--- src/rtl/core/dmg_pkg.sv ---
// Package for the directional grey convolution: widths, constants, register
// indexes and the sequencer state type. No dependencies.
`timescale 1ns / 1ps
`default_nettype none
package dmg_pkg;
    localparam int PIX_W   = 10;
    localparam int COEF_W  = 10;
    localparam int SUM_W   = 28;
    localparam int T_W     = 30;
    localparam int MAG_W   = 29;
    localparam int RECIP_SHIFT = 30;
    localparam logic [MAG_W-1:0] RECIP = 29'd357913942;
    localparam logic [11:0] ROW_MAX = 12'hFFF;

    localparam logic [1:0] CFG_KERNEL_SIZE = 2'd0;
    localparam logic [1:0] CFG_MASK_WEIGHT = 2'd1;
    localparam logic [1:0] CFG_LINE_WIDTH  = 2'd2;

    typedef enum logic [2:0] {
        ST_IDLE,
        ST_READ,
        ST_SHIFT,
        ST_WAIT,
        ST_TERM_A,
        ST_TERM_B,
        ST_OUT
    } dmg_state_t;

    typedef struct packed {
        logic shift_en;
        logic load;
        logic scan_en;
    } dmg_cell_ctrl_t;
endpackage
`default_nettype wire

--- src/rtl/core/dmg_term.sv ---
// Accumulator for one mask term: 3*sum + coef*sample is registered, then an
// exact truncating divide by three through a reciprocal product. Uses dmg_pkg.
`timescale 1ns / 1ps
`default_nettype none
module dmg_term (
    input  wire logic                              aclk,
    input  wire logic                              clr,
    input  wire logic                              a_en,
    input  wire logic                              b_en,
    input  wire logic signed [dmg_pkg::COEF_W-1:0] coef,
    input  wire logic        [dmg_pkg::PIX_W-1:0]  sample,
    output logic signed      [dmg_pkg::SUM_W-1:0]  sum
);
    import dmg_pkg::*;

    logic signed [SUM_W-1:0]   sum_reg;
    logic signed [T_W-1:0]     sum_ext;
    logic signed [T_W-1:0]     prod;
    logic signed [T_W-1:0]     t_val;
    logic                      neg_reg;
    logic [MAG_W-1:0]          mag_reg;
    logic [MAG_W-1:0]          mag_next;
    logic [2*MAG_W-1:0]        full;
    logic [SUM_W-1:0]          quot;

    always_comb begin
        sum_ext  = T_W'(sum_reg);
        prod     = T_W'(coef) * T_W'($signed({1'b0, sample}));
        t_val    = (sum_ext <<< 1) + sum_ext + prod;
        mag_next = t_val[T_W-1] ? MAG_W'(-t_val) : MAG_W'(t_val);
        full     = (2*MAG_W)'(mag_reg) * (2*MAG_W)'(RECIP);
        quot     = full[RECIP_SHIFT +: SUM_W];
    end

    always_ff @(posedge aclk) begin
        if (a_en) begin
            neg_reg <= t_val[T_W-1];
            mag_reg <= mag_next;
        end
        if (clr) begin
            sum_reg <= '0;
        end else if (b_en) begin
            sum_reg <= neg_reg ? -$signed(quot) : $signed(quot);
        end
    end

    assign sum = sum_reg;
endmodule
`default_nettype wire

--- config.mk ---
export PLATFORM = sky130hd
export DESIGN_NAME = dmg_term
export DESIGN_NICKNAME = d
export VERILOG_FILES = /design/src/rtl/core/dmg_pkg.sv /design/src/rtl/core/dmg_term.sv
export SDC_FILE = /design/constraint.sdc
export NUM_CORES = 1
export LEC_CHECK = 0
export ABC_AREA = 1
export BUFFER_PORTS_ARGS = -buffer_cell sky130_fd_sc_hd__buf_4
export CAP_MARGIN = 20
export CORE_ASPECT_RATIO = 1.75
export CORE_MARGIN = 3
export CORE_UTILIZATION = 45
export CTS_CLUSTER_SIZE = 10
export DETAILED_ROUTE_END_ITERATION = 10
export GPL_TIMING_DRIVEN = 0
export SLEW_MARGIN = 0
export SYNTH_ARGS = -nofsm -noshare
export SYNTH_HDL_FRONTEND = slang
export SYNTH_SLANG_ARGS = --single-unit
export TNS_END_PERCENT = 5
--- constraint.sdc ---
create_clock -name aclk -period 8.8 [get_ports aclk]
set_clock_uncertainty 0.2 [all_clocks]
set_input_delay 1.76 -clock aclk [delete_from_list [all_inputs] [get_ports aclk]]
set_output_delay 1.76 -clock aclk [all_outputs]
set_load 0.05 [all_outputs]
After elaboration in Yosys (flattened, before gate mapping)
Index checks and enable logic that the tools add are counted.
{ "op_classes": {"n_addsub": 4, "mul": 2, "mux": 2} }
{ "op_table": {"columns": ["cell", "count"], "rows": [
  ["multiplier 29 x 28 -> 57 bit, second input constant", 1],
  ["adder 29 x 28 -> 30 bit", 1],
  ["adder 30 x 21 -> 30 bit", 1],
  ["2-to-1 mux 29 bit", 1],
  ["negator 29 bit", 1],
  ["2-to-1 mux 28 bit", 1],
  ["negator 28 bit", 1],
  ["multiplier 10 x 11 -> 21 bit", 1]
]} }
{ "word_totals": {"register_bits": 58, "input_bits": 24, "output_inout_bits": 28, "word_cells": 11} }

Longest topological paths before layout
Gate-level depths: netlist of the first run.
{ "logic_depth": {"ltp_word": 4, "mapped_depth": 40, "ltp_nobuf": 40} }

Worst setup path before layout of the first run
No wires, ideal clock.
{ "synth_timing": {"kind": "input-to-reg", "startpoint": "in sample[0] in the netlist's numbering", "endpoint": "reg mag_reg[24] (data pin)", "setup_time_ns": 0.252, "t_arrival_ns": 6.814, "required_ns": 8.348, "setup_slack_ns": 1.534, "stages": 26, "n_path_buf": 1, "cell_sequence": "clkbuf_1 or2_2 fa_1 fa_1 inv_1 fa_1 inv_1 fa_1 inv_1 fa_1 ha_1 inv_1 o21bai_1 a21oi_1 nand2_1 a21oi_2 xor2_1 inv_1 nor2_1 nand2_1 nor2_1 nand4_1 nand2_1 nand2_1 nand2_1 nand2_1"} }
{ "synth_via": {"elab_chain_cells": 4} }
{ "synth_rtl": {"columns": ["element", "line", "text"], "rows": [
  ["from (decl)", "dmg_term.sv:11", "input wire logic [dmg_pkg::PIX_W-1:0] sample,"],
  ["multiplier 10 x 11 -> 21 bit *", "dmg_term.sv:28", "prod = T_W'(coef) * T_W'($signed({1'b0, sample}));"],
  ["adder 30 x 21 -> 30 bit *", "dmg_term.sv:29", "t_val = (sum_ext <<< 1) + sum_ext + prod;"],
  ["negator 29 bit", "dmg_term.sv:30", "mag_next = t_val[T_W-1] ? MAG_W'(-t_val) : MAG_W'(t_val);"],
  ["2-to-1 mux 29 bit *", "dmg_term.sv:30", null],
  ["named net mag_next[24]", "dmg_term.sv:22", "logic [MAG_W-1:0] mag_next;"],
  ["to (signal assigned)", "dmg_term.sv:38", "mag_reg <= mag_next;"],
  ["to (decl)", "dmg_term.sv:21", "logic [MAG_W-1:0] mag_reg;"]
]} }
The timed path passes the listed nets; every way through them passes the cells marked *.
A chain may end at the register's enable or synchronous reset.

Worst setup path in the final report of the first run
{ "layout_timing": {"startpoint": "reg mag_reg[1]", "endpoint": "reg sum_reg[8], in the netlist sum[8]"} }
{ "layout_via": {"elab_chain_cells": 3} }
{ "layout_rtl": {"columns": ["element", "line", "text"], "rows": [
  ["multiplier 29 x 28 -> 57 bit *", "dmg_term.sv:31", "full = (2*MAG_W)'(mag_reg) * (2*MAG_W)'(RECIP);"],
  ["negator 28 bit", "dmg_term.sv:43", "sum_reg <= neg_reg ? -$signed(quot) : $signed(quot);"],
  ["2-to-1 mux 28 bit *", "dmg_term.sv:43", null],
  ["to (signal assigned)", "dmg_term.sv:43", null],
  ["to (decl)", "dmg_term.sv:16", "logic signed [SUM_W-1:0] sum_reg;"]
]} }
Every way passes the cells marked *; elsewhere a longest branch is shown, timed or not.

==> results of run 1 <==
==> layer usage <==
layer / wire [um] / share of wire (%)
met5: 0 / 0
met2: 44680 / 57
met3: 1672 / 2.1
met4: 8369 / 11
met1: 24110 / 31
==> cell families after synthesis <==
kind of cell	share of synthesized area (%)
compound gates	4.042
xor+xnor	2.578
fa+ha+maj	52.53
buf+inv	16.10
flops	5.835
simple gates	18.92
==> cell usage in the layout (no fill, tap or decap), types with 5 or more instances in the layout <==
cell type / instances
a21oi_1: 84
or2_2: 13
fa_1: 399
xor2_1: 52
nor2_2: 14
inv_1: 1014
clkbuf_1: 24
a31oi_1: 5
o21bai_1: 19
dfxtp_1: 28
ha_1: 413
o21ai_1: 7
nand2_2: 14
inv_2: 9
clkbuf_16: 10
a21o_1: 9
nor4_1: 5
nand4_1: 40
nor3_1: 19
xnor2_1: 18
nand3b_1: 5
buf_4: 34
nand2_1: 698
nand3_1: 90
edfxtp_1: 30
o211ai_1: 7
o21ai_0: 33
nor2_1: 207
==> stage by stage <==
step | instance area [um^2] | instances | setup WS (ns)
CTS | 26450 | 4041 | 0.5951
global route | 26450 | 4041 | 0.1850
detailed placement | 26130 | 4025 | 0.5322
finish | 26450 | 4041 | 0.6194
global placement | 26130 | 4025 | 0.5908
floorplan | 25050 | 3305 | 1.534
==> how the worst max path moves through the flow <==
| stage | from | to | slack (ns) |
|---|---|---|---|
| 5_1_grt | mag_reg[1] | sum[8] | 0.19 |
| 3_3_place_gp | coef[9] | mag_reg[25] | 0.59 |
| 6_report | mag_reg[1] | sum[8] | 0.62 |
| 2_1_floorplan | sample[0] | mag_reg[24] | 1.53 |
| 4_1_cts | mag_reg[1] | sum[8] | 0.60 |
| 3_5_place_dp | coef[9] | mag_reg[26] | 0.53 |
==> critical path, delay by kind of cell, from the launching register on <==
| family | cells | cell delay (ns) |
|---|---|---|
| AO/OA/AOI/OAI | 6 | 0.92 |
| XOR/XNOR | 2 | 1.12 |
| adder cells (fa/ha/maj) | 9 | 3.85 |
| buffers and inverters | 5 | 0.36 |
| flip-flops | 1 | 0.88 |
| AND/OR/NAND/NOR | 6 | 0.70 |
==> final cells by class <==
cell class,count,area (um^2)
Inverter,1025,3849
Multi-Input combinational cell,2188,19550
Clock buffer,12,267.8
Fill cell,5502,28270
Sequential cell,58,1461
Tap cell,690,863.3
Clock inverter,4,46.29
Timing Repair Buffer,30,225.2
Buffer,34,182.7
==> key figures, run 1 <==
Run status
  – Status: completed

Die
  – Chip width: 184.3 um
  – Die ar.: 58630 um^2
  – Core Area: around 55000 um^2
  – Die Ht: ~320 um
  – Initial Util: between 40% and 50%
  – Boundary pin count: 52
  – Row count: 113

Min path
  – Hold WC Path Type: reg -> reg
  – WHS Path Cells: 2
  – Hold Startpoint: sum[4]
  – Hold EP: sum[4]

Synthesis
  – Ys Warns: 0
  – Most frequent cells after synthesis: inv_1, nand2_1, ha_1, fa_1, nor2_1
  – Mean Syn Cell Area: roughly 7.6 um^2
  – EDFF count, synth: 30
  – Ys async rst share: 0%
  – Post-synth top area cell: fa_1
  – Post-synthesis sequential area ratio: 5.835%
  – Yosys cell types: 50
  – Share of the synthesized area in the top cell type: 31.89%
  – Cells after synthesis: 3305
  – Top-count cell post-synth: inv_1
  – FF+latch count, synth: 58
  – Post-Syn Area: roughly 25000 um^2
  – Synth Flop Type: edfxtp_1
  – Area contributors post-synth: fa_1, ha_1, inv_1
  – Syn nets: roughly 4100

Final layout
  – Share of cells above drive strength 1: around 3.8%
  – Fin util: 48.34%
  – Antenna Cells: 0
  – Max reg flops: 29
  – Post-layout nets: about 4200
  – P&R area growth vs syn: 5.600%

Setup path
  – Slowest stage cell, crit path: edfxtp_1
  – Largest fanout on the critical path: 11
  – Reg2reg start: mag_reg[1]
  – Setup slack, reg-to-reg: ~0.62 ns
  – Crit path kind: reg -> reg
  – CP Launch Type: register
  – Critical Path End Type: register
  – Arr. time, crit path: a little over 8 ns
  – CP max stage delay: just under 0.9 ns
  – Reg-to-Reg End: sum[8]
  – R2r worst-path depth: 28
  – CP required: between 8 and 9 ns

Clock tree
  – Post-CTS Setup Repair Bufs: 0
  – Clk root buf: clkbuf_16
  – CTS tree: done
  – CTS H-Tree Depth: 3
  – CTS resizes: 0
  – CTS buffer count: 9
  – Clock Sinks: between 50 and 60
  – Clk buf depth: 2
  – Worst-path clk slew: 0.05 ns
  – Clk_lat worst skew: 0.35 ns
  – Hold buffers post-CTS: 0

Route
  – Vias/cell: 4.987
  – Via count: just over 20000
  – DR pass1 iterations: 5
  – Routed WL per cell: just under 20 um
  – DRT antenna net count: 0
  – DRC violation total after the first TritonRoute iteration: slightly above 1000
  – Drt drc: 0
  – Post-Route WL: slightly below 80000 um

Global routing
  – Global Route Usage Sum: between 20% and 30%
  – Met1 usage: about a quarter
  – Vias in the first global route: between 20000 and 25000
  – Largest net degree at the start of global routing: 31
  – Grt met3 use: 1.577%
  – Initial antenna violation count: 0
  – Most used routing layer: met2
  – M2 GR Usage: 55.27%
  – First-pass GRT wire length: roughly 120000 um
  – GRT overflow: 0

Timing
  – Sum Neg Setup Slack: 0 ns
  – Final setup vio count: 0
  – Tmin final: ~8.2 ns
  – Slew @ Worst Pin: between 0.9 and 1 ns
  – Hold_ws: approximately 0.43 ns
  – Relative slew margins: between 30% and 40%
  – Crit share post-route: roughly 93%
  – Final hold violation count: 0
  – Fmax: roughly 120 MHz
  – RSZ-0062 raised after global routing: no
  – Fin. max-slew vios: 0

Place
  – Port bufs: 30
  – GP Congestion: 1.003
  – DP HPWL: approximately 73000 um

Job
  – Max cap viols: 0
Power of run 1 is left out: the tool's default activity adds up to more than one toggle a clock period on the data nets, which glitch-free logic cannot reach.
==> run 2: changes to the inputs <==
Settings changed: ABC_CLOCK_PERIOD_IN_PS from default to 8800, REMOVE_ABC_BUFFERS from default to 1.
==> key figures, run 2 (synthesis gave the netlist of run 1 again) <==
Run status
  – Status: completed

Setup path
  – CP required: 8.85 ns (about the same)
  – Slowest stage cell, crit path: edfxtp_1
  – CP max stage delay: 0.89 ns (about the same)
  – Arr. time, crit path: 8.34 ns (+0.12 ns)
  – Critical Path End Type: register
  – CP Launch Type: register
  – Largest fanout on the critical path: 11 (unchanged)
  – Crit path kind: reg -> reg

Timing
  – Crit share post-route: 94.20% (+1.2 points)
  – Fmax: 120.6 MHz (-1.3%)
  – Relative slew margins: 33.61% (-4.6 points)
  – Final setup vio count: 0 (unchanged)
  – Tmin final: 8.290 ns (+0.1093 ns)
  – RSZ-0062 raised after global routing: no
  – Slew @ Worst Pin: 0.9924 ns (+0.07427 ns)
  – Fin. max-slew vios: 0 (unchanged)
  – Final hold violation count: 0 (unchanged)
  – Sum Neg Setup Slack: 0 ns (unchanged)

Final layout
  – Commonest non-fill, non-tap cell in the layout: inv_1
  – Final non-filler cell total: 4029 (-0.30%)
  – Share of cells above drive strength 1: 4.193% (+0.34 points)
  – Post-layout nets: 4170 (-0.29%)
  – Commonest cells after routing, fill and taps aside: inv_1, nand2_1, ha_1, fa_1, nor2_1
  – Max reg flops: 29 (unchanged)
  – Filler instances: 5529 (+0.49%)
  – Antenna Cells: 0 (unchanged)
  – Fin area: 26450 um^2 (about the same)
  – P&R area growth vs syn: 5.590% (about the same)

Clock tree
  – CTS tree: done
  – Clk buf depth: 2 (unchanged)
  – CTS buffer count: 9 (unchanged)
  – Post-CTS Setup Repair Bufs: 0 (unchanged)
  – Clock Sinks: 58 (unchanged)
  – Clk root buf: clkbuf_16
  – CTS resizes: 0 (unchanged)
  – Hold buffers post-CTS: 0 (unchanged)
  – Worst-path clk slew: 0.05 ns (about the same)
  – Clk_lat worst skew: 0.36 ns (about the same)
  – CTS H-Tree Depth: 3 (unchanged)

Die
  – Row count: 113 (unchanged)
  – Die Ht: 318.1 um (unchanged)
  – Chip width: 184.3 um (unchanged)
  – Initial Util: 45.77% (unchanged)
  – Boundary pin count: 52 (unchanged)
  – Core Area: 54720 um^2 (unchanged)
  – Die ar.: 58630 um^2 (unchanged)

Place
  – Port bufs: 51 (+70%)
  – GP Congestion: 1.018 (+1.4%)
  – Placed instance area: 26110 um^2 (about the same)
  – Dpl cells: 4012 (-0.32%)
  – DP HPWL: 72770 um (-0.55%)

Route
  – Post-Route WL: 79080 um (+0.31%)
  – Max Used Layer: met4
  – DRT antenna net count: 0 (unchanged)
  – Drt drc: 0 (unchanged)
  – Met1 wire length: 24800 um (+2.8%)
  – Metal2 WL: 44050 um (-1.4%)
  – Via count: 20295 (+0.71%)
  – DRC violation total after the first TritonRoute iteration: 919 (-11%)
  – Routed WL per cell: 19.63 um (+0.61%)
  – DR WL met3: 1790 um (+7.1%)
  – DR pass1 iterations: 5 (unchanged)
  – Vias/cell: 5.037 (+1.0%)

Global routing
  – Vias in the first global route: 21632 (-0.21%)
  – Global Route Usage Sum: 27.61% (-0.16 points)
  – Largest net degree at the start of global routing: 54 (+74%)
  – GRT overflow: 0 (unchanged)
  – Initial antenna violation count: 0 (unchanged)
  – First-pass GRT wire length: 120700 um (-0.24%)

Job
  – Max cap viols: 0 (unchanged)

Min path
  – Hold WC Path Type: reg -> reg
==> run 2: worst max-delay path, delay by kind of cell, from the launching register on <==
kind	cells	cell delay, ns
fa+ha+maj	9	3.88
buf+inv	5	0.36
simple gates	6	0.74
flops	1	0.89
xor+xnor	2	1.18
compound gates	6	0.92
==> run 2: per-layer routing <==
metal  up-vias  global-route usage [%]
li1       9812                       -
met1      9724                   25.37
met2       497                   53.61
met3       262                   1.611
met4         0                   23.20
met5         -                       0
==> run 2: final timing paths <==
| path | end | start | depth (start not counted) | slack (ns) |
|---|---|---|---|---|
| worst max-delay path | sum[8] | mag_reg[1] | 28 | 0.51 |
| worst min-delay path | sum[7] | sum[7] | 2 | 0.43 |
| worst max register to register | sum[8] | mag_reg[1] | 28 | 0.51 |
| worst min register to register | sum[7] | sum[7] | 2 | 0.43 |
==> run 2: stage by stage <==
stage                     setup WS (ns)  utilization, %  hold WS [ns]
after floorplan                   1.663               -        0.5365
after global placement           0.2655           47.72        0.4272
after detailed placement         0.2467           47.72        0.4308
after CTS                        0.5430           48.28        0.4427
after global routing            0.05156           48.33        0.4962
final                            0.5101           48.33        0.4297
==> run 2: area by class of cell <==
type / instances / area, um^2 / area share, %
Clock buffer: 14 / 274.0 / 1.036
Timing Repair Buffer: 52 / 410.4 / 1.552
Multi-Input combinational cell: 2188 / 19550 / 73.94
Sequential cell: 58 / 1461 / 5.526
Tap cell: 690 / 863.3 / 3.265
Clock inverter: 2 / 35.03 / 0.1325
Inverter: 1025 / 3849 / 14.55
Power of run 2 is left out for the same reason.
==> run 3: changes to the inputs <==
Settings changed: ABC_AREA 1 to 0, ABC_CLOCK_PERIOD_IN_PS 8800 to 10090, CORE_MARGIN 3 to 1.
Clock period 8.8 ns to 10.09 ns, I/O delays scaled along.
==> key figures, run 3 <==
Setup path
  – CP dominant cell by count: fa_1
  – Largest fanout on the critical path: 22 (+11)
  – CP max stage delay: 0.85 ns (-0.04 ns)
  – Slowest stage cell, crit path: o31ai_1
  – Crit path kind: in -> reg
  – Critical Path End Type: register
  – CP required: 9.96 ns (+1.11 ns)
  – CP Launch Type: input port
  – Critical path, cell by cell: buf_4 -> nand2b_1 -> fa_1 -> fa_1 -> inv_1 -> fa_1 -> inv_1 -> fa_1 -> inv_1 -> fa_1 -> ha_1 -> o21a_1 -> a21o_1 -> a21oi_1 -> o31ai_1 -> xor2_1 -> a211oi_1 -> o21ai_0 -> nor4_1 -> nand3_1 -> o31ai_1 -> xnor2_1
  – Arr. time, crit path: 9.29 ns (+0.95 ns)

Place
  – Dpl cells: 3188 (-21%)
  – Placed instance area: 24020 um^2 (-8.0%)
  – GP Congestion: 1.014 (-0.32%)
  – Pre-CTS setup slack: 0.3754 ns (+0.1287 ns)
  – DP HPWL: 60020 um (-18%)
  – Port bufs: 51 (unchanged)

Synthesis
  – FF+latch count, synth: 58 (unchanged)
  – Post-Syn Area: 22980 um^2 (-8.2%)
  – Top-count cell post-synth: inv_1
  – Mean Syn Cell Area: 9.132 um^2 (+21%)
  – Area contributors post-synth: fa_1, ha_1, inv_1
  – Share of the synthesized area in the top cell type: 34.75% (+2.9 points)
  – Cells after synthesis: 2517 (-24%)
  – EDFF count, synth: 30 (unchanged)
  – Synth Flop Type: edfxtp_1
  – Ys async rst share: 0% (unchanged)
  – Most frequent cells after synthesis: inv_1, ha_1, fa_1, nand2_1, a21oi_1
  – Post-synth top area cell: fa_1
  – Ys Warns: 0 (unchanged)
  – Yosys cell types: 83 (+66%)
  – Post-synthesis sequential area ratio: 6.358% (+0.52 points)

Global routing
  – Global Route Usage Sum: 26.83% (-0.77 points)
  – Largest net degree at the start of global routing: 33 (-39%)
  – First-pass GRT wire length: 105000 um (-13%)
  – Vias in the first global route: 19288 (-11%)
  – GRT overflow: 0 (unchanged)
  – Initial antenna violation count: 0 (unchanged)

Clock tree
  – Clk root buf: clkbuf_16
  – CTS H-Tree Depth: 3 (unchanged)
  – Worst-path clk slew: 0.05 ns (about the same)
  – Post-CTS Setup Repair Bufs: 0 (unchanged)
  – Clk buf depth: 2 (unchanged)
  – CTS buffer count: 9 (unchanged)
  – CTS resizes: 0 (unchanged)
  – CTS tree: done
  – Hold buffers post-CTS: 0 (unchanged)
  – Clk_lat worst skew: 0.35 ns (about the same)
  – Clock Sinks: 58 (unchanged)

Die
  – Boundary pin count: 52 (unchanged)
  – Die Ht: 301.0 um (-5.4%)
  – Core Area: 50460 um^2 (-7.8%)
  – Die ar.: 52020 um^2 (-11%)
  – Initial Util: 45.55% (-0.22 points)
  – Row count: 109 (-3.5%)
  – Chip width: 172.8 um (-6.2%)

Route
  – Via count: 17095 (-16%)
  – Drt drc: 0 (unchanged)
  – Routed WL per cell: 20.62 um (+5.0%)
  – DRT antenna net count: 0 (unchanged)
  – DR pass1 iterations: 5 (unchanged)
  – DRC violation total after the first TritonRoute iteration: 584 (-36%)
  – Vias/cell: 5.336 (+5.9%)
  – Post-Route WL: 66050 um (-16%)

Timing
  – Fmax: between 100 and 150 MHz
  – Final setup vio count: 0 (unchanged)
  – Final hold violation count: 0 (unchanged)
  – Relative slew margins: 31.96% (-1.6 points)
  – RSZ-0062 raised after global routing: no
  – Fin. max-slew vios: 0 (unchanged)
  – Tmin final: 9.424 ns
  – Slew @ Worst Pin: 1.012 ns (+0.01946 ns)
  – Worst Slack Setup Final: 0.6655 ns (+0.1555 ns)
  – Crit share post-route: between 90% and 100%

Job
  – Max cap viols: 0 (unchanged)

Final layout
  – Fin area: 24290 um^2 (-8.1%)
  – Max reg flops: 29 (unchanged)
  – Commonest non-fill, non-tap cell in the layout: inv_1
  – Commonest cells after routing, fill and taps aside: inv_1, ha_1, fa_1, nand2_1, a21oi_1
  – Antenna Cells: 0 (unchanged)
  – Final non-filler cell total: 3204 (-20%)
  – Share of cells above drive strength 1: 3.861% (-0.33 points)
  – Post-layout nets: 3369 (-19%)
  – Fin util: 48.14% (-0.19 points)
  – P&R area growth vs syn: 5.683% (about the same)

Min path
  – Hold WC Path Type: reg -> reg

Run status
  – Status: completed
## run 3: changes by cell type after synthesis, sizes merged, moves of 13 or more
| cell | previous run | this run |
|---|---|---|
| nand2b | 0 | 23 |
| and3 | 2 | 15 |
| nand4 | 41 | 20 |
| nand3 | 94 | 28 |
| nor2 | 225 | 80 |
| inv | 1023 | 702 |
| a21o | 9 | 40 |
| clkbuf | 26 | 40 |
| and2 | 3 | 56 |
| nand2 | 716 | 134 |
| xnor2 | 20 | 49 |
| a211oi | 2 | 20 |
| o21ai | 40 | 64 |
## run 3: final timing paths
path | start | to | slack, ns | depth (start not counted)
max | coef[9] | mag_reg[24] | 0.67 | 22
min | sum[14] | sum[14] | 0.36 | 2
min reg2reg | sum[14] | sum[14] | 0.36 | 2
max reg2reg | mag_reg[6] | sum[27] | 0.70 | 25
## run 3: logic make-up after synthesis
logic type	count (synthesis)	synth area share, %
AOI/OAI and AO/OA	349	10.30
DFF	58	6.358
adders and majority gates	812	57.23
and+or+nand+nor	446	9.782
xor gates and xnor gates	94	3.647
buffers and inverters	750	12.32
muxes	8	0.3538
## run 3: critical path, delay by kind of cell
kind / cells / cell delay [ns]
AND/OR/NAND/NOR: 3 / 1.13
AO/OA/AOI/OAI: 7 / 2.29
adder cells (fa/ha/maj): 6 / 2.97
buffers and inverters: 4 / 0.45
XOR/XNOR: 2 / 0.41
## run 3: through the flow
| step | setup TNS, ns | hold WS [ns] |
|---|---|---|
| after floorplan | 0 | 0.5123 |
| after global placement | -11.01 | 0.3483 |
| after detailed placement | 0 | 0.3549 |
| after CTS | 0 | 0.3682 |
| after global routing | 0 | 0.3925 |
| final | 0 | 0.3559 |
## run 3: routing by layer
layer	up-vias	global-route usage [%]	part of all wire, %	wire length (um)
met4	0	20.80	9.0	5938
met5	-	0	0	0
li1	8033	-	-	-
met2	400	53.03	55	36550
met3	189	1.654	2.4	1577
met1	8473	25.54	33	21990
## run 3: area by class of cell
| cell class | instances | area, um^2 |
|---|---|---|
| clock inverter | 3 | 15.01 |
| multi-input combinational | 1709 | 18690 |
| timing repair buffer | 53 | 394.1 |
| fill | 4964 | 26170 |
| inverter | 702 | 2635 |
| sequential | 58 | 1461 |
| tap | 666 | 833.3 |
| clock buffer | 13 | 260.3 |
Power of run 3 is left out for the same reason.
