<file path="config.mk">
export PLATFORM = sky130hd
export DESIGN_NAME = dmg_cell
export DESIGN_NICKNAME = d
export VERILOG_FILES = /design/src/rtl/core/dmg_pkg.sv /design/src/rtl/core/dmg_cell.sv
export SDC_FILE = /design/constraint.sdc
export NUM_CORES = 1
export LEC_CHECK = 0
export BUFFER_PORTS_ARGS = -buffer_cell sky130_fd_sc_hd__buf_2
export CAP_MARGIN = 10
export CORE_MARGIN = 8
export CORE_UTILIZATION = 37
export DETAILED_ROUTE_END_ITERATION = 8
export GPL_ROUTABILITY_DRIVEN = 0
export PLACE_DENSITY_LB_ADDON = 0.12
export SYNTH_ARGS = -nofsm -noshare
export SYNTH_HDL_FRONTEND = slang
export SYNTH_SLANG_ARGS = --single-unit
</file>
<file path="constraint.sdc">
create_clock -name aclk -period 0.8 [get_ports aclk]
set_input_delay 0 -clock aclk [delete_from_list [all_inputs] [get_ports aclk]]
set_output_delay 0 -clock aclk [all_outputs]
set_load 0.01 [all_outputs]
</file>
<file path="src/rtl/core/dmg_pkg.sv">
// Package for the directional grey convolution: widths, constants, register
// indexes and the sequencer state type. No dependencies.
`timescale 1ns / 1ps
`default_nettype none
package dmg_pkg;
    localparam int PIX_W   = 10;
    localparam int COEF_W  = 10;
    localparam int SUM_W   = 28;
    localparam int T_W     = 30;
    localparam int MAG_W   = 29;
    localparam int RECIP_SHIFT = 30;
    localparam logic [MAG_W-1:0] RECIP = 29'd357913942;
    localparam logic [11:0] ROW_MAX = 12'hFFF;

    localparam logic [1:0] CFG_KERNEL_SIZE = 2'd0;
    localparam logic [1:0] CFG_MASK_WEIGHT = 2'd1;
    localparam logic [1:0] CFG_LINE_WIDTH  = 2'd2;

    typedef enum logic [2:0] {
        ST_IDLE,
        ST_READ,
        ST_SHIFT,
        ST_WAIT,
        ST_TERM_A,
        ST_TERM_B,
        ST_OUT
    } dmg_state_t;

    typedef struct packed {
        logic shift_en;
        logic load;
        logic scan_en;
    } dmg_cell_ctrl_t;
endpackage
`default_nettype wire

</file>
<file path="src/rtl/core/dmg_cell.sv">
// One window cell: holds a channel sum in the window row chain and a copy
// in the serial scan chain. Uses dmg_pkg.
`timescale 1ns / 1ps
`default_nettype none
module dmg_cell (
    input  wire logic                        aclk,
    input  wire dmg_pkg::dmg_cell_ctrl_t     ctrl,
    input  wire logic [dmg_pkg::PIX_W-1:0]   win_in,
    input  wire logic [dmg_pkg::PIX_W-1:0]   scan_in,
    output logic      [dmg_pkg::PIX_W-1:0]   win_q,
    output logic      [dmg_pkg::PIX_W-1:0]   scan_q
);
    import dmg_pkg::*;

    logic [PIX_W-1:0] win_reg;
    logic [PIX_W-1:0] scan_reg;

    always_ff @(posedge aclk) begin
        if (ctrl.shift_en) begin
            win_reg <= win_in;
        end
        if (ctrl.load) begin
            scan_reg <= win_reg;
        end else if (ctrl.scan_en) begin
            scan_reg <= scan_in;
        end
    end

    assign win_q  = win_reg;
    assign scan_q = scan_reg;
endmodule
`default_nettype wire

</file>
# Word level (Yosys, flattened, before mapping)
# Cells that the tools add are included.
# word_totals
in_bits,24
output_inout_bits,20
wordCells,5
register_bits,20
# op_classes
n_reduce_logical,1
mux,2
# op_table
operator,n
two-way mux 10 bit,2
nonzero test 2 bit,1

# Longest topological paths before layout
# Gate-level depths: netlist (run 1).
# depth
ltp_word,2
depth_mapped,2
depth_no_buf,1

# Worst setup path before layout (run 1)
# Ideal clock, no wire load.
# synth_path
path_type,reg2reg
startpoint,"reg win_reg[7], in the netlist win_q[7]"
endpoint,"reg scan_reg[7], in the netlist scan_q[7] (data pin)"
n_path_buf,0
slack_ns,-0.140
arrival_ns,0.680
stages_incl_launch_ff,2
synth_period_minus_slack_ns,0.940
required_ns,0.540
setup_time_ns,0.260
path_cell_list,edfxtp_1 -> mux2_2
# synth_via
elab_chain_cells,1
# synth_lines
element,line_no,text
start: declaration,dmg_cell.sv:15,logic [PIX_W-1:0] win_reg;
start signal: assignment,dmg_cell.sv:20,win_reg <= win_in;
two-way mux 10 bit,dmg_cell.sv:22,if (ctrl.load) begin
end signal: assignment,dmg_cell.sv:23,scan_reg <= win_reg;
end signal: assignment,dmg_cell.sv:25,scan_reg <= scan_in;
end: declaration,dmg_cell.sv:16,logic [PIX_W-1:0] scan_reg;
# No other way between the ends.
# A chain may end at the register's enable or synchronous reset.

# Final worst setup path (run 1)
# layout_path
startpoint,"reg win_reg[2], in the netlist win_q[2]"
endpoint,"reg scan_reg[2], in the netlist scan_q[2] (data pin)"
# The elaborated chain is that of the path after synthesis.

==> impl_metrics.xml, run 1 <==
<?xml version="1.0" encoding="UTF-8"?>
<metrics>
  <group name="pwr">
    <metric name="worst_voltage_drop_across_the_vdd_grid" unit="V">0.00122</metric>
    <metric name="p_per_area" unit="mW/mm2">1800</metric>
    <metric name="cellLeakagePower" unit="uW">0.000523</metric>
    <metric name="power" unit="uW">2090</metric>
  </group>
  <group name="run_status">
    <metric name="violations_in_the_final_reports" unit="">negative setup slack</metric>
    <metric name="outcome" unit="">finished, violations left</metric>
  </group>
  <group name="critical_path">
    <metric name="timing.critical_path.to_type" unit="">flip-flop</metric>
    <metric name="cp.arrival" unit="ns">0.96</metric>
    <metric name="maximum_fanout_encountered_on_the_critical_timing_path" unit="">2</metric>
    <metric name="setup.worst_path.start_class" unit="">flip-flop</metric>
    <metric name="cpPeakStageDelay" unit="ns">0.41</metric>
    <metric name="critical_path_required" unit="ns">0.85</metric>
    <metric name="critical_path.cell_chain" unit="">mux2_4</metric>
    <metric name="slowest_stage" unit="">sky130_fd_sc_hd__edfxtp_1</metric>
    <metric name="path_depth" unit="">1</metric>
    <metric name="cp.buffers_inverters" unit="">0</metric>
    <metric name="path_delay_family" unit="">flip-flops</metric>
    <metric name="criticalPathCategory" unit="">reg2reg</metric>
    <metric name="r2r_cell_count" unit="">1</metric>
  </group>
  <group name="grt">
    <metric name="grt.overflow.total" unit="">0</metric>
    <metric name="grt_first_pass_wirelength" unit="um">2160</metric>
    <metric name="grt_start_max_net_pins" unit="">11</metric>
    <metric name="antenna_found_initial" unit="">0</metric>
    <metric name="first_global_vias" unit="">527</metric>
    <metric name="gr-usage-all-layers" unit="%">7.96</metric>
  </group>
  <group name="synth">
    <metric name="post-synth-top-count-cell" unit="">sky130_fd_sc_hd__edfxtp_1</metric>
    <metric name="synth-seq-area-share" unit="%">78.6</metric>
    <metric name="synth.mux.area_fraction" unit="%">19.1</metric>
    <metric name="yosys-top-cells-area" unit="">sky130_fd_sc_hd__edfxtp_1 79%, sky130_fd_sc_hd__mux2_4 18%, sky130_fd_sc_hd__buf_6 1.5%</metric>
    <metric name="synth.avg_cell_area" unit="um2">23.9</metric>
    <metric name="number_of_nets_in_the_synthesized_netlist" unit="">56</metric>
    <metric name="synth_top_flop_cell" unit="">sky130_fd_sc_hd__edfxtp_1</metric>
    <metric name="synth.ff_latch_count" unit="">20</metric>
    <metric name="post_synth_xor_area_fraction" unit="%">0</metric>
    <metric name="synth_compound_area_share" unit="%">0</metric>
    <metric name="yosys.area.top_type_share" unit="%">78.6</metric>
    <metric name="post_synthesis_instance_area" unit="um2">764</metric>
    <metric name="synth.cells.most_frequent" unit="">20 x sky130_fd_sc_hd__edfxtp_1, 9 x sky130_fd_sc_hd__mux2_4, 1 x sky130_fd_sc_hd__buf_6, 1 x sky130_fd_sc_hd__mux2_2, 1 x sky130_fd_sc_hd__or2_1</metric>
    <metric name="synth_enable_flop_cells" unit="">20</metric>
    <metric name="yosys_warnings" unit="">0</metric>
    <metric name="synth_simple_gate_area_share" unit="%">0.818</metric>
    <metric name="ys_async_sr_fraction" unit="%">0</metric>
    <metric name="synth_instances" unit="">32</metric>
    <metric name="synth-adder-area-share" unit="%">0</metric>
    <metric name="main_combinational_cell_family_by_area_after_synthesis" unit="">multiplexers</metric>
    <metric name="synth.distinct_cells" unit="">5</metric>
    <metric name="cell_taking_the_most_area_after_synthesis" unit="">sky130_fd_sc_hd__edfxtp_1</metric>
  </group>
  <group name="clocking">
    <metric name="cts.root.buffer_cell" unit="">sky130_fd_sc_hd__clkbuf_4</metric>
    <metric name="clock_sink_count" unit="">20</metric>
    <metric name="count_of_buffers_added_by_post_cts_timing_repair_for_setup" unit="">0</metric>
    <metric name="cts.hold.buffers_added" unit="">10</metric>
    <metric name="clkLatencyLatePin" unit="ns">0.28</metric>
    <metric name="number_of_buffers_created_by_cts" unit="">3</metric>
    <metric name="cts_buffer_depth" unit="">2</metric>
    <metric name="cts_htree_levels" unit="">1</metric>
    <metric name="cts.reportedPaths.clkPinSlew" unit="ns">0.10</metric>
    <metric name="cts_repair_resize_count" unit="">0</metric>
    <metric name="clock_tree_from_tritoncts" unit="">yes</metric>
  </group>
  <group name="floorplanning">
    <metric name="die-width" unit="um">61.5</metric>
    <metric name="initial_core_util" unit="%">39.0</metric>
    <metric name="top_level_ports" unit="">44</metric>
    <metric name="die_h" unit="um">61.5</metric>
    <metric name="row_count" unit="">16</metric>
    <metric name="die_area" unit="mm2">0.00378</metric>
    <metric name="coreArea" unit="mm2">0.00196</metric>
  </group>
  <group name="job">
    <metric name="timing.max_cap.violations" unit="">0</metric>
  </group>
  <group name="min_path">
    <metric name="hold_class" unit="">in2reg</metric>
    <metric name="hold_depth" unit="">2</metric>
  </group>
  <group name="timing">
    <metric name="fmaxAchievable" unit="MHz">1100</metric>
    <metric name="worst_slew_pin_slew" unit="ns">0.376</metric>
    <metric name="final-setup-viol-count" unit="">22</metric>
    <metric name="hold_viol_final" unit="">0</metric>
    <metric name="setup_repair_after_global_routing_missed_its_margin" unit="">true</metric>
    <metric name="slew_headroom" unit="%">74.9</metric>
    <metric name="maxSlewViolCount" unit="">0</metric>
    <metric name="timing.setup.tns" unit="ns">-1.32</metric>
    <metric name="worst_case_clock_skew" unit="ns">0.000153</metric>
    <metric name="fin_crit" unit="ns">0.907</metric>
    <metric name="setup_ws" unit="ns">-0.107</metric>
    <metric name="finalCritPeriodShare" unit="%">113</metric>
  </group>
  <group name="cells_and_area">
    <metric name="proportion_of_layout_cells_with_a_drive_suffix_above_1" unit="%">65.2</metric>
    <metric name="finish.net_count" unit="">115</metric>
    <metric name="area.growth.synth_to_final" unit="%">51.2</metric>
    <metric name="fillerInstances" unit="">171</metric>
    <metric name="ant_diodes" unit="">0</metric>
  </group>
  <group name="drt">
    <metric name="avgViaCountPerCell" unit="">4.12</metric>
    <metric name="detailroute.via_count" unit="">478</metric>
    <metric name="detail_route.iter0.violations" unit="">7</metric>
    <metric name="wl_per_cell" unit="um">12.4</metric>
    <metric name="detail_route.drc_violations" unit="">0</metric>
    <metric name="drt-pass1-iter-count" unit="">2</metric>
    <metric name="wl" unit="um">1440</metric>
    <metric name="route.antenna.remaining_nets" unit="">0</metric>
  </group>
  <group name="placement">
    <metric name="port-buffer-count" unit="">43</metric>
  </group>
</metrics>
-- final timing paths --
kind | startpoint | endpoint | slack (ns)
max | win_q[2] | scan_q[2] | -0.11
min | scan_in[3] | scan_q[3] | 0.009
max reg2reg | win_q[2] | scan_q[2] | -0.11
min reg2reg | win_q[1] | scan_q[1] | 0.58
-- through the flow --
stage | cell area, um2 | util [%] | setup WS, ns | hold slack (ns) | instances
final | 1160 | 58.9 | -0.107 | 0.00857 | 116
after floorplan | 768 | - | -0.139 | 0.0989 | 32
after global placement | 1030 | 52.7 | -0.102 | 0.177 | 103
after global routing | 1160 | 58.9 | -0.140 | -0.00699 | 116
after detailed placement | 1030 | 52.7 | -0.113 | 0.178 | 103
after CTS | 1160 | 58.9 | -0.123 | 0.00191 | 116
-- report_power, final --
part / internal (uW) / switching, uW / total [uW]
clock: 175 / 267 / 441
sequential: 1260 / 28.9 / 1290
combinational: 210 / 143 / 353
total: 1650 / 439 / 2090
-- state kept, by name (all words and copies together), names as in the netlist --
register and flops:
win_q 10, scan_q 10
-- layer usage --
metal	vias to the layer above	routed length, um	GRT usage [%]
met1	216	468	6.97
met2	22	813	14.9
met3	0	155	2.92
met5	-	0	0
met4	0	0	4.87
li1	240	-	-
-- cells in the final DEF, fill, tap and decap left out --
cell | Yosys | final
sky130_fd_sc_hd__buf_2 | 0 | 43
sky130_fd_sc_hd__clkbuf_4 | 0 | 3
sky130_fd_sc_hd__buf_4 | 0 | 1
sky130_fd_sc_hd__or2_1 | 1 | 1
sky130_fd_sc_hd__buf_12 | 0 | 1
sky130_fd_sc_hd__mux2_4 | 9 | 10
sky130_fd_sc_hd__dlygate4sd3_1 | 0 | 10
sky130_fd_sc_hd__edfxtp_1 | 20 | 20
-- logic make-up (layout without fill, tap and decap cells) --
| logic type | Yosys count | count (layout) |
|---|---|---|
| flops | 20 | 20 |
| mux | 10 | 10 |
| simple gates | 1 | 1 |
| buf+inv | 1 | 58 |
-- layout make-up --
cell class / count / area [um2] / area share [%]
sequential: 20 / 601 / 51.9
timing repair buffer: 55 / 343 / 29.7
multi-input combinational: 11 / 156 / 13.5
tap: 27 / 33.8 / 2.92
clock buffer: 3 / 22.5 / 1.95
-- repair_timing --
action | in CTS | in global routing
endpoints found under the setup margin | 28 | 30
endpoints found under the hold margin | 10 | 3
pin swaps | 0 | 0
No activity file was read; power rests on OpenSTA's default activity.
==> run 2: changes to the inputs <==
--- a/config.mk
+++ b/config.mk
@@ -5,11 +5,11 @@
 export SDC_FILE = /design/constraint.sdc
 export NUM_CORES = 1
 export LEC_CHECK = 0
-export BUFFER_PORTS_ARGS = -buffer_cell sky130_fd_sc_hd__buf_2
 export CAP_MARGIN = 10
 export CORE_MARGIN = 8
-export CORE_UTILIZATION = 37
+export CORE_UTILIZATION = 42
 export DETAILED_ROUTE_END_ITERATION = 8
+export DONT_BUFFER_PORTS = 1
 export GPL_ROUTABILITY_DRIVEN = 0
 export PLACE_DENSITY_LB_ADDON = 0.12
 export SYNTH_ARGS = -nofsm -noshare
==> impl_metrics.xml, run 2 (synthesized netlist as in run 1, its figures left out) <==
<?xml version="1.0" encoding="UTF-8"?>
<metrics>
  <group name="cells_and_area">
    <metric name="proportion_of_layout_cells_with_a_drive_suffix_above_1" unit="%">34.8</metric>
    <metric name="area.growth.synth_to_final" unit="%">47.6</metric>
    <metric name="ant_diodes" unit="">0</metric>
    <metric name="layout_common_cells" unit="">20 x sky130_fd_sc_hd__dlygate4sd3_1, 20 x sky130_fd_sc_hd__edfxtp_1, 10 x sky130_fd_sc_hd__mux2_4</metric>
    <metric name="finish.net_count" unit="">91</metric>
    <metric name="area_used_by_multi_input_combinational_logic" unit="um2">156</metric>
    <metric name="fillerInstances" unit="">134</metric>
    <metric name="seq_area" unit="um2">601</metric>
  </group>
  <group name="clocking">
    <metric name="cts.hold.buffers_added" unit="">21</metric>
    <metric name="clock_sink_count" unit="">20</metric>
    <metric name="cts_buffer_depth" unit="">2</metric>
    <metric name="clkLatencyLatePin" unit="ns">0.29</metric>
    <metric name="cts.reportedPaths.clkPinSlew" unit="ns">0.10</metric>
    <metric name="cts_htree_levels" unit="">1</metric>
    <metric name="clock_tree_from_tritoncts" unit="">yes</metric>
    <metric name="cts.root.buffer_cell" unit="">sky130_fd_sc_hd__clkbuf_4</metric>
    <metric name="number_of_buffers_created_by_cts" unit="">3</metric>
  </group>
  <group name="grt">
    <metric name="grt_start_max_net_pins" unit="">12</metric>
    <metric name="antenna_found_initial" unit="">0</metric>
    <metric name="grt.overflow.total" unit="">0</metric>
    <metric name="first_global_vias" unit="">493</metric>
    <metric name="grt_first_pass_wirelength" unit="um">2400</metric>
    <metric name="gr-usage-all-layers" unit="%">9.28</metric>
  </group>
  <group name="critical_path">
    <metric name="worst-r2r-setup-slack" unit="ns">-0.14</metric>
    <metric name="critical_path_required" unit="ns">0.85</metric>
    <metric name="path_delay_family" unit="">flip-flops</metric>
    <metric name="cpPeakStageDelay" unit="ns">0.43</metric>
    <metric name="critical_path.cell_chain" unit="">mux2_4</metric>
    <metric name="cp.arrival" unit="ns">0.99</metric>
    <metric name="slowest_stage" unit="">sky130_fd_sc_hd__edfxtp_1</metric>
    <metric name="maximum_fanout_encountered_on_the_critical_timing_path" unit="">2</metric>
    <metric name="cp.buffers_inverters" unit="">0</metric>
    <metric name="timing.critical_path.to_type" unit="">flip-flop</metric>
    <metric name="setup.worst_path.start_class" unit="">flip-flop</metric>
    <metric name="criticalPathCategory" unit="">reg2reg</metric>
  </group>
  <group name="timing">
    <metric name="maxSlewViolCount" unit="">0</metric>
    <metric name="hold_viol_final" unit="">10</metric>
    <metric name="slew_headroom" unit="%">72.7</metric>
    <metric name="fmaxAchievable" unit="MHz">1060</metric>
    <metric name="timing.setup.tns" unit="ns">-1.94</metric>
    <metric name="setup_ws" unit="ns">-0.142</metric>
    <metric name="fin_crit" unit="ns">0.942</metric>
    <metric name="finalCritPeriodShare" unit="%">118</metric>
    <metric name="worst_slew_pin_slew" unit="ns">0.410</metric>
    <metric name="setup_repair_after_global_routing_missed_its_margin" unit="">true</metric>
    <metric name="worst_case_clock_skew" unit="ns">0.00475</metric>
    <metric name="final-setup-viol-count" unit="">20</metric>
    <metric name="final.hold.worst_slack" unit="ns">-0.0673</metric>
  </group>
  <group name="run_status">
    <metric name="outcome" unit="">finished, violations left</metric>
    <metric name="violations_in_the_final_reports" unit="">negative hold slack, negative setup slack</metric>
  </group>
  <group name="pwr">
    <metric name="cellLeakagePower" unit="uW">0.000452</metric>
    <metric name="worst_voltage_drop_across_the_vdd_grid" unit="V">0.00114</metric>
    <metric name="p_per_area" unit="mW/mm2">1850</metric>
  </group>
  <group name="floorplanning">
    <metric name="coreArea" unit="mm2">0.00173</metric>
    <metric name="initial_core_util" unit="%">44.3</metric>
    <metric name="die_area" unit="mm2">0.00344</metric>
    <metric name="top_level_ports" unit="">44</metric>
    <metric name="row_count" unit="">15</metric>
    <metric name="die_h" unit="um">58.7</metric>
    <metric name="die-width" unit="um">58.7</metric>
  </group>
  <group name="drt">
    <metric name="wl" unit="um">1620</metric>
    <metric name="avgViaCountPerCell" unit="">4.66</metric>
    <metric name="drt-pass1-iter-count" unit="">2</metric>
    <metric name="route.antenna.remaining_nets" unit="">0</metric>
    <metric name="detail_route.drc_violations" unit="">0</metric>
    <metric name="detail_route.iter0.violations" unit="">2</metric>
    <metric name="wl_per_cell" unit="um">17.8</metric>
    <metric name="detailroute.via_count" unit="">424</metric>
  </group>
  <group name="placement">
    <metric name="pre_cts_slack" unit="ns">-0.108</metric>
    <metric name="port-buffer-count" unit="">0</metric>
    <metric name="dp_hpwl" unit="um">1160</metric>
  </group>
  <group name="min_path">
    <metric name="hold_class" unit="">in2reg</metric>
  </group>
  <group name="job">
    <metric name="timing.max_cap.violations" unit="">0</metric>
  </group>
</metrics>
==> run 2: cell types whose count changed in the layout (fill, tap and decap cells not counted) <==
cell,before,now
sky130_fd_sc_hd__dlymetal6s4s_1,0,1
sky130_fd_sc_hd__buf_4,1,3
sky130_fd_sc_hd__buf_12,1,0
sky130_fd_sc_hd__buf_2,43,0
sky130_fd_sc_hd__buf_6,0,7
sky130_fd_sc_hd__dlygate4sd3_1,10,20
sky130_fd_sc_hd__clkinv_1,0,1
==> run 2: where the power goes <==
| part | internal [uW] | switching (uW) |
|---|---|---|
| combinational | 200 | 85.0 |
| clock | 181 | 277 |
| sequential | 1270 | 77.1 |
==> run 2: cell type report <==
cell class,count,area share [%]
flip-flops and latches,20,53.2
clock inverters,1,0.333
well taps,25,2.77
repair buffers,31,27.8
multi-input cells,11,13.9
clock buffers,3,2.00
==> run 2: path summary, 6_finish.rpt <==
path,from,endpoint,depth (start not counted)
min reg2reg,win_q[8],scan_q[8],1
min,ctrl[1],scan_q[7],1
max,win_q[3],scan_q[3],1
max reg2reg,win_q[3],scan_q[3],1
==> run 2: stage by stage <==
stage | utilization, % | total power [uW] | std cells | cell area (um2)
after global routing | 65.4 | 2170 | 91 | 1130
after CTS | 63.7 | 2080 | 91 | 1100
after floorplan | - | 1470 | 32 | 768
after detailed placement | 50.0 | 1540 | 66 | 863
final | 65.4 | 2090 | 91 | 1130
after global placement | 50.0 | 1540 | 66 | 863
==> run 2: metal layers <==
layer / GRT usage, % / vias up / routed length [um]
met1: 8.12 / 208 / 529
li1: - / 192 / -
met3: 3.91 / 0 / 123
met2: 17.8 / 24 / 970
met4: 4.10 / 0 / 0
met5: 0 / - / 0
==> run 2: what timing repair did <==
item	4_1_cts	5_1_grt
endpoints found under the hold margin	30	10
endpoints found under the setup margin	20	30
buffers inserted	0	0
resized for setup	0	8
==> run 3: changes to the inputs <==
--- a/config.mk
+++ b/config.mk
@@ -8,6 +8,7 @@
 export CAP_MARGIN = 10
 export CORE_MARGIN = 8
 export CORE_UTILIZATION = 42
+export CTS_BUF_LIST = sky130_fd_sc_hd__clkbuf_8 sky130_fd_sc_hd__clkbuf_16
 export DETAILED_ROUTE_END_ITERATION = 8
 export DONT_BUFFER_PORTS = 1
 export GPL_ROUTABILITY_DRIVEN = 0
==> impl_metrics.xml, run 3 (synthesized netlist as in run 1, its figures left out) <==
<?xml version="1.0" encoding="UTF-8"?>
<metrics>
  <group name="critical_path">
    <metric name="critical_path.cell_chain" unit="">mux2_4</metric>
    <metric name="timing.critical_path.to_type" unit="">flip-flop</metric>
    <metric name="worst-r2r-setup-slack" unit="ns">-0.14</metric>
    <metric name="path_delay_family" unit="">flip-flops</metric>
    <metric name="slowest_stage" unit="">sky130_fd_sc_hd__edfxtp_1</metric>
    <metric name="setup.worst_path.start_class" unit="">flip-flop</metric>
    <metric name="maximum_fanout_encountered_on_the_critical_timing_path" unit="">2</metric>
    <metric name="cp.buffers_inverters" unit="">0</metric>
    <metric name="criticalPathCategory" unit="">reg2reg</metric>
    <metric name="crit-reg2reg-launch" unit="">win_q[0]</metric>
    <metric name="cpPeakStageDelay" unit="ns">0.42</metric>
    <metric name="critical_path_required" unit="ns">0.80</metric>
    <metric name="reg2reg_to" unit="">scan_q[0]</metric>
    <metric name="r2r_cell_count" unit="">1</metric>
    <metric name="cp.arrival" unit="ns">0.94</metric>
  </group>
  <group name="placement">
    <metric name="dp_hpwl" unit="um">1160</metric>
    <metric name="port-buffer-count" unit="">0</metric>
  </group>
  <group name="drt">
    <metric name="wl_per_cell" unit="um">17.8</metric>
    <metric name="route.antenna.remaining_nets" unit="">0</metric>
    <metric name="wl" unit="um">1510</metric>
    <metric name="drt-pass1-iter-count" unit="">2</metric>
    <metric name="detailroute.via_count" unit="">385</metric>
    <metric name="avgViaCountPerCell" unit="">4.53</metric>
    <metric name="detail_route.iter0.violations" unit="">1</metric>
    <metric name="detail_route.drc_violations" unit="">0</metric>
  </group>
  <group name="pwr">
    <metric name="cell_internal_pwr" unit="uW">1790</metric>
    <metric name="cellLeakagePower" unit="uW">0.000435</metric>
    <metric name="power.share.combinational" unit="%">11.5</metric>
    <metric name="sw_frac_of_total" unit="%">20.0</metric>
    <metric name="p_sw" unit="uW">446</metric>
    <metric name="seq_power_share" unit="%">60.2</metric>
    <metric name="worst_voltage_drop_across_the_vdd_grid" unit="V">0.00111</metric>
    <metric name="clkPwrFrac" unit="%">28.3</metric>
    <metric name="p_per_area" unit="mW/mm2">2060</metric>
  </group>
  <group name="timing">
    <metric name="slew_headroom" unit="%">72.7</metric>
    <metric name="finalCritPeriodShare" unit="%">117</metric>
    <metric name="setup_repair_after_global_routing_missed_its_margin" unit="">true</metric>
    <metric name="fmaxAchievable" unit="MHz">1070</metric>
    <metric name="worst_slew_pin_slew" unit="ns">0.409</metric>
    <metric name="hold_viol_final" unit="">10</metric>
    <metric name="setup_ws" unit="ns">-0.137</metric>
    <metric name="fin_crit" unit="ns">0.937</metric>
    <metric name="final-setup-viol-count" unit="">16</metric>
    <metric name="worst_case_clock_skew" unit="ns">0.000924</metric>
    <metric name="maxSlewViolCount" unit="">0</metric>
    <metric name="final.hold.worst_slack" unit="ns">-0.0325</metric>
  </group>
  <group name="cells_and_area">
    <metric name="proportion_of_layout_cells_with_a_drive_suffix_above_1" unit="%">38.3</metric>
    <metric name="layout_common_cells" unit="">20 x sky130_fd_sc_hd__edfxtp_1, 14 x sky130_fd_sc_hd__dlygate4sd3_1, 10 x sky130_fd_sc_hd__mux2_4</metric>
    <metric name="layout_commonest_cell" unit="">sky130_fd_sc_hd__edfxtp_1</metric>
    <metric name="area_used_by_multi_input_combinational_logic" unit="um2">156</metric>
    <metric name="ant_diodes" unit="">0</metric>
    <metric name="fillerInstances" unit="">139</metric>
    <metric name="finish.net_count" unit="">85</metric>
    <metric name="seq_area" unit="um2">601</metric>
    <metric name="util_after_layout" unit="%">63.0</metric>
    <metric name="area.growth.synth_to_final" unit="%">42.2</metric>
  </group>
  <group name="floorplanning">
    <metric name="top_level_ports" unit="">44</metric>
    <metric name="die_area" unit="mm2">0.00344</metric>
    <metric name="row_count" unit="">15</metric>
    <metric name="die-width" unit="um">58.7</metric>
    <metric name="coreArea" unit="mm2">0.00173</metric>
    <metric name="die_h" unit="um">58.7</metric>
    <metric name="initial_core_util" unit="%">44.3</metric>
  </group>
  <group name="min_path">
    <metric name="hold_depth" unit="">1</metric>
    <metric name="hold_class" unit="">in2reg</metric>
    <metric name="holdPathEnd" unit="">scan_q[4]</metric>
    <metric name="worst_hold_startpoint" unit="">scan_in[4]</metric>
  </group>
  <group name="clocking">
    <metric name="clkLatencyLatePin" unit="ns">0.25</metric>
    <metric name="cts_htree_levels" unit="">1</metric>
    <metric name="cts_buffer_depth" unit="">2</metric>
    <metric name="clock_tree_from_tritoncts" unit="">yes</metric>
    <metric name="number_of_buffers_created_by_cts" unit="">3</metric>
    <metric name="cts.root.buffer_cell" unit="">sky130_fd_sc_hd__clkbuf_8</metric>
    <metric name="cts.reportedPaths.clkPinSlew" unit="ns">0.07</metric>
    <metric name="clock_sink_count" unit="">20</metric>
  </group>
  <group name="run_status">
    <metric name="outcome" unit="">finished, violations left</metric>
    <metric name="violations_in_the_final_reports" unit="">negative hold slack, negative setup slack</metric>
  </group>
  <group name="grt">
    <metric name="grt_start_max_net_pins" unit="">12</metric>
    <metric name="antenna_found_initial" unit="">0</metric>
    <metric name="grt.overflow.total" unit="">0</metric>
    <metric name="first_global_vias" unit="">419</metric>
    <metric name="gr-usage-all-layers" unit="%">8.24</metric>
    <metric name="grt_first_pass_wirelength" unit="um">2170</metric>
  </group>
  <group name="job">
    <metric name="timing.max_cap.violations" unit="">0</metric>
  </group>
</metrics>
-- run 3: worst max path at each step --
stage | cells after the start | end | startpoint | slack, ns
finish | 1 | scan_q[0] | win_q[0] | -0.14
global route | 1 | scan_q[0] | win_q[0] | -0.16
CTS | 1 | scan_q[4] | win_q[4] | -0.11
detailed placement | 1 | scan_q[4] | win_q[4] | -0.11
global placement | 1 | scan_q[2] | win_q[2] | -0.1
floorplan | 1 | scan_q[0] | win_q[0] | -0.14
-- run 3: what timing repair did --
action | 4_1_cts | 5_1_grt
setup endpoints to repair | 17 | 30
hold buffers | 12 | 3
buffers inserted | 0 | 0
gates resized for setup | 0 | 8
endpoints found under the hold margin | 30 | 10
-- run 3: cell type report --
cell class	count	area share, %
repair buffers	25	23.4
clock inverters	1	0.345
well taps	25	2.88
clock buffers	3	3.80
multi-input cells	11	14.4
flip-flops and latches	20	55.2
-- run 3: stage by stage --
stage | instance area, um2 | setup TNS [ns] | setup WS (ns) | cells | total power, uW
global route | 1090 | -1.74 | -0.163 | 85 | 2330
CTS | 1030 | -1.79 | -0.115 | 82 | 2220
floorplan | 768 | -1.39 | -0.139 | 32 | 1470
detailed placement | 863 | -0.982 | -0.108 | 66 | 1540
finish | 1090 | -1.32 | -0.137 | 85 | 2240
global placement | 863 | -0.897 | -0.0951 | 66 | 1540
-- run 3: power by group through the flow --
stage / combinational [uW] / sequential [uW] / clock [uW]
final: 258 / 1350 / 633
after global routing: 271 / 1360 / 699
after CTS: 230 / 1340 / 647
after detailed placement: 178 / 1360 / 0
after global placement: 175 / 1360 / 0
after floorplan: 96.6 / 1370 / 0
-- run 3: layer usage --
layer	vias to the layer above	track usage (%)	routed length, um
met3	0	3.91	144
met4	0	2.05	0
met2	22	15.9	900
met5	-	0	0
li1	181	-	-
met1	182	7.46	468
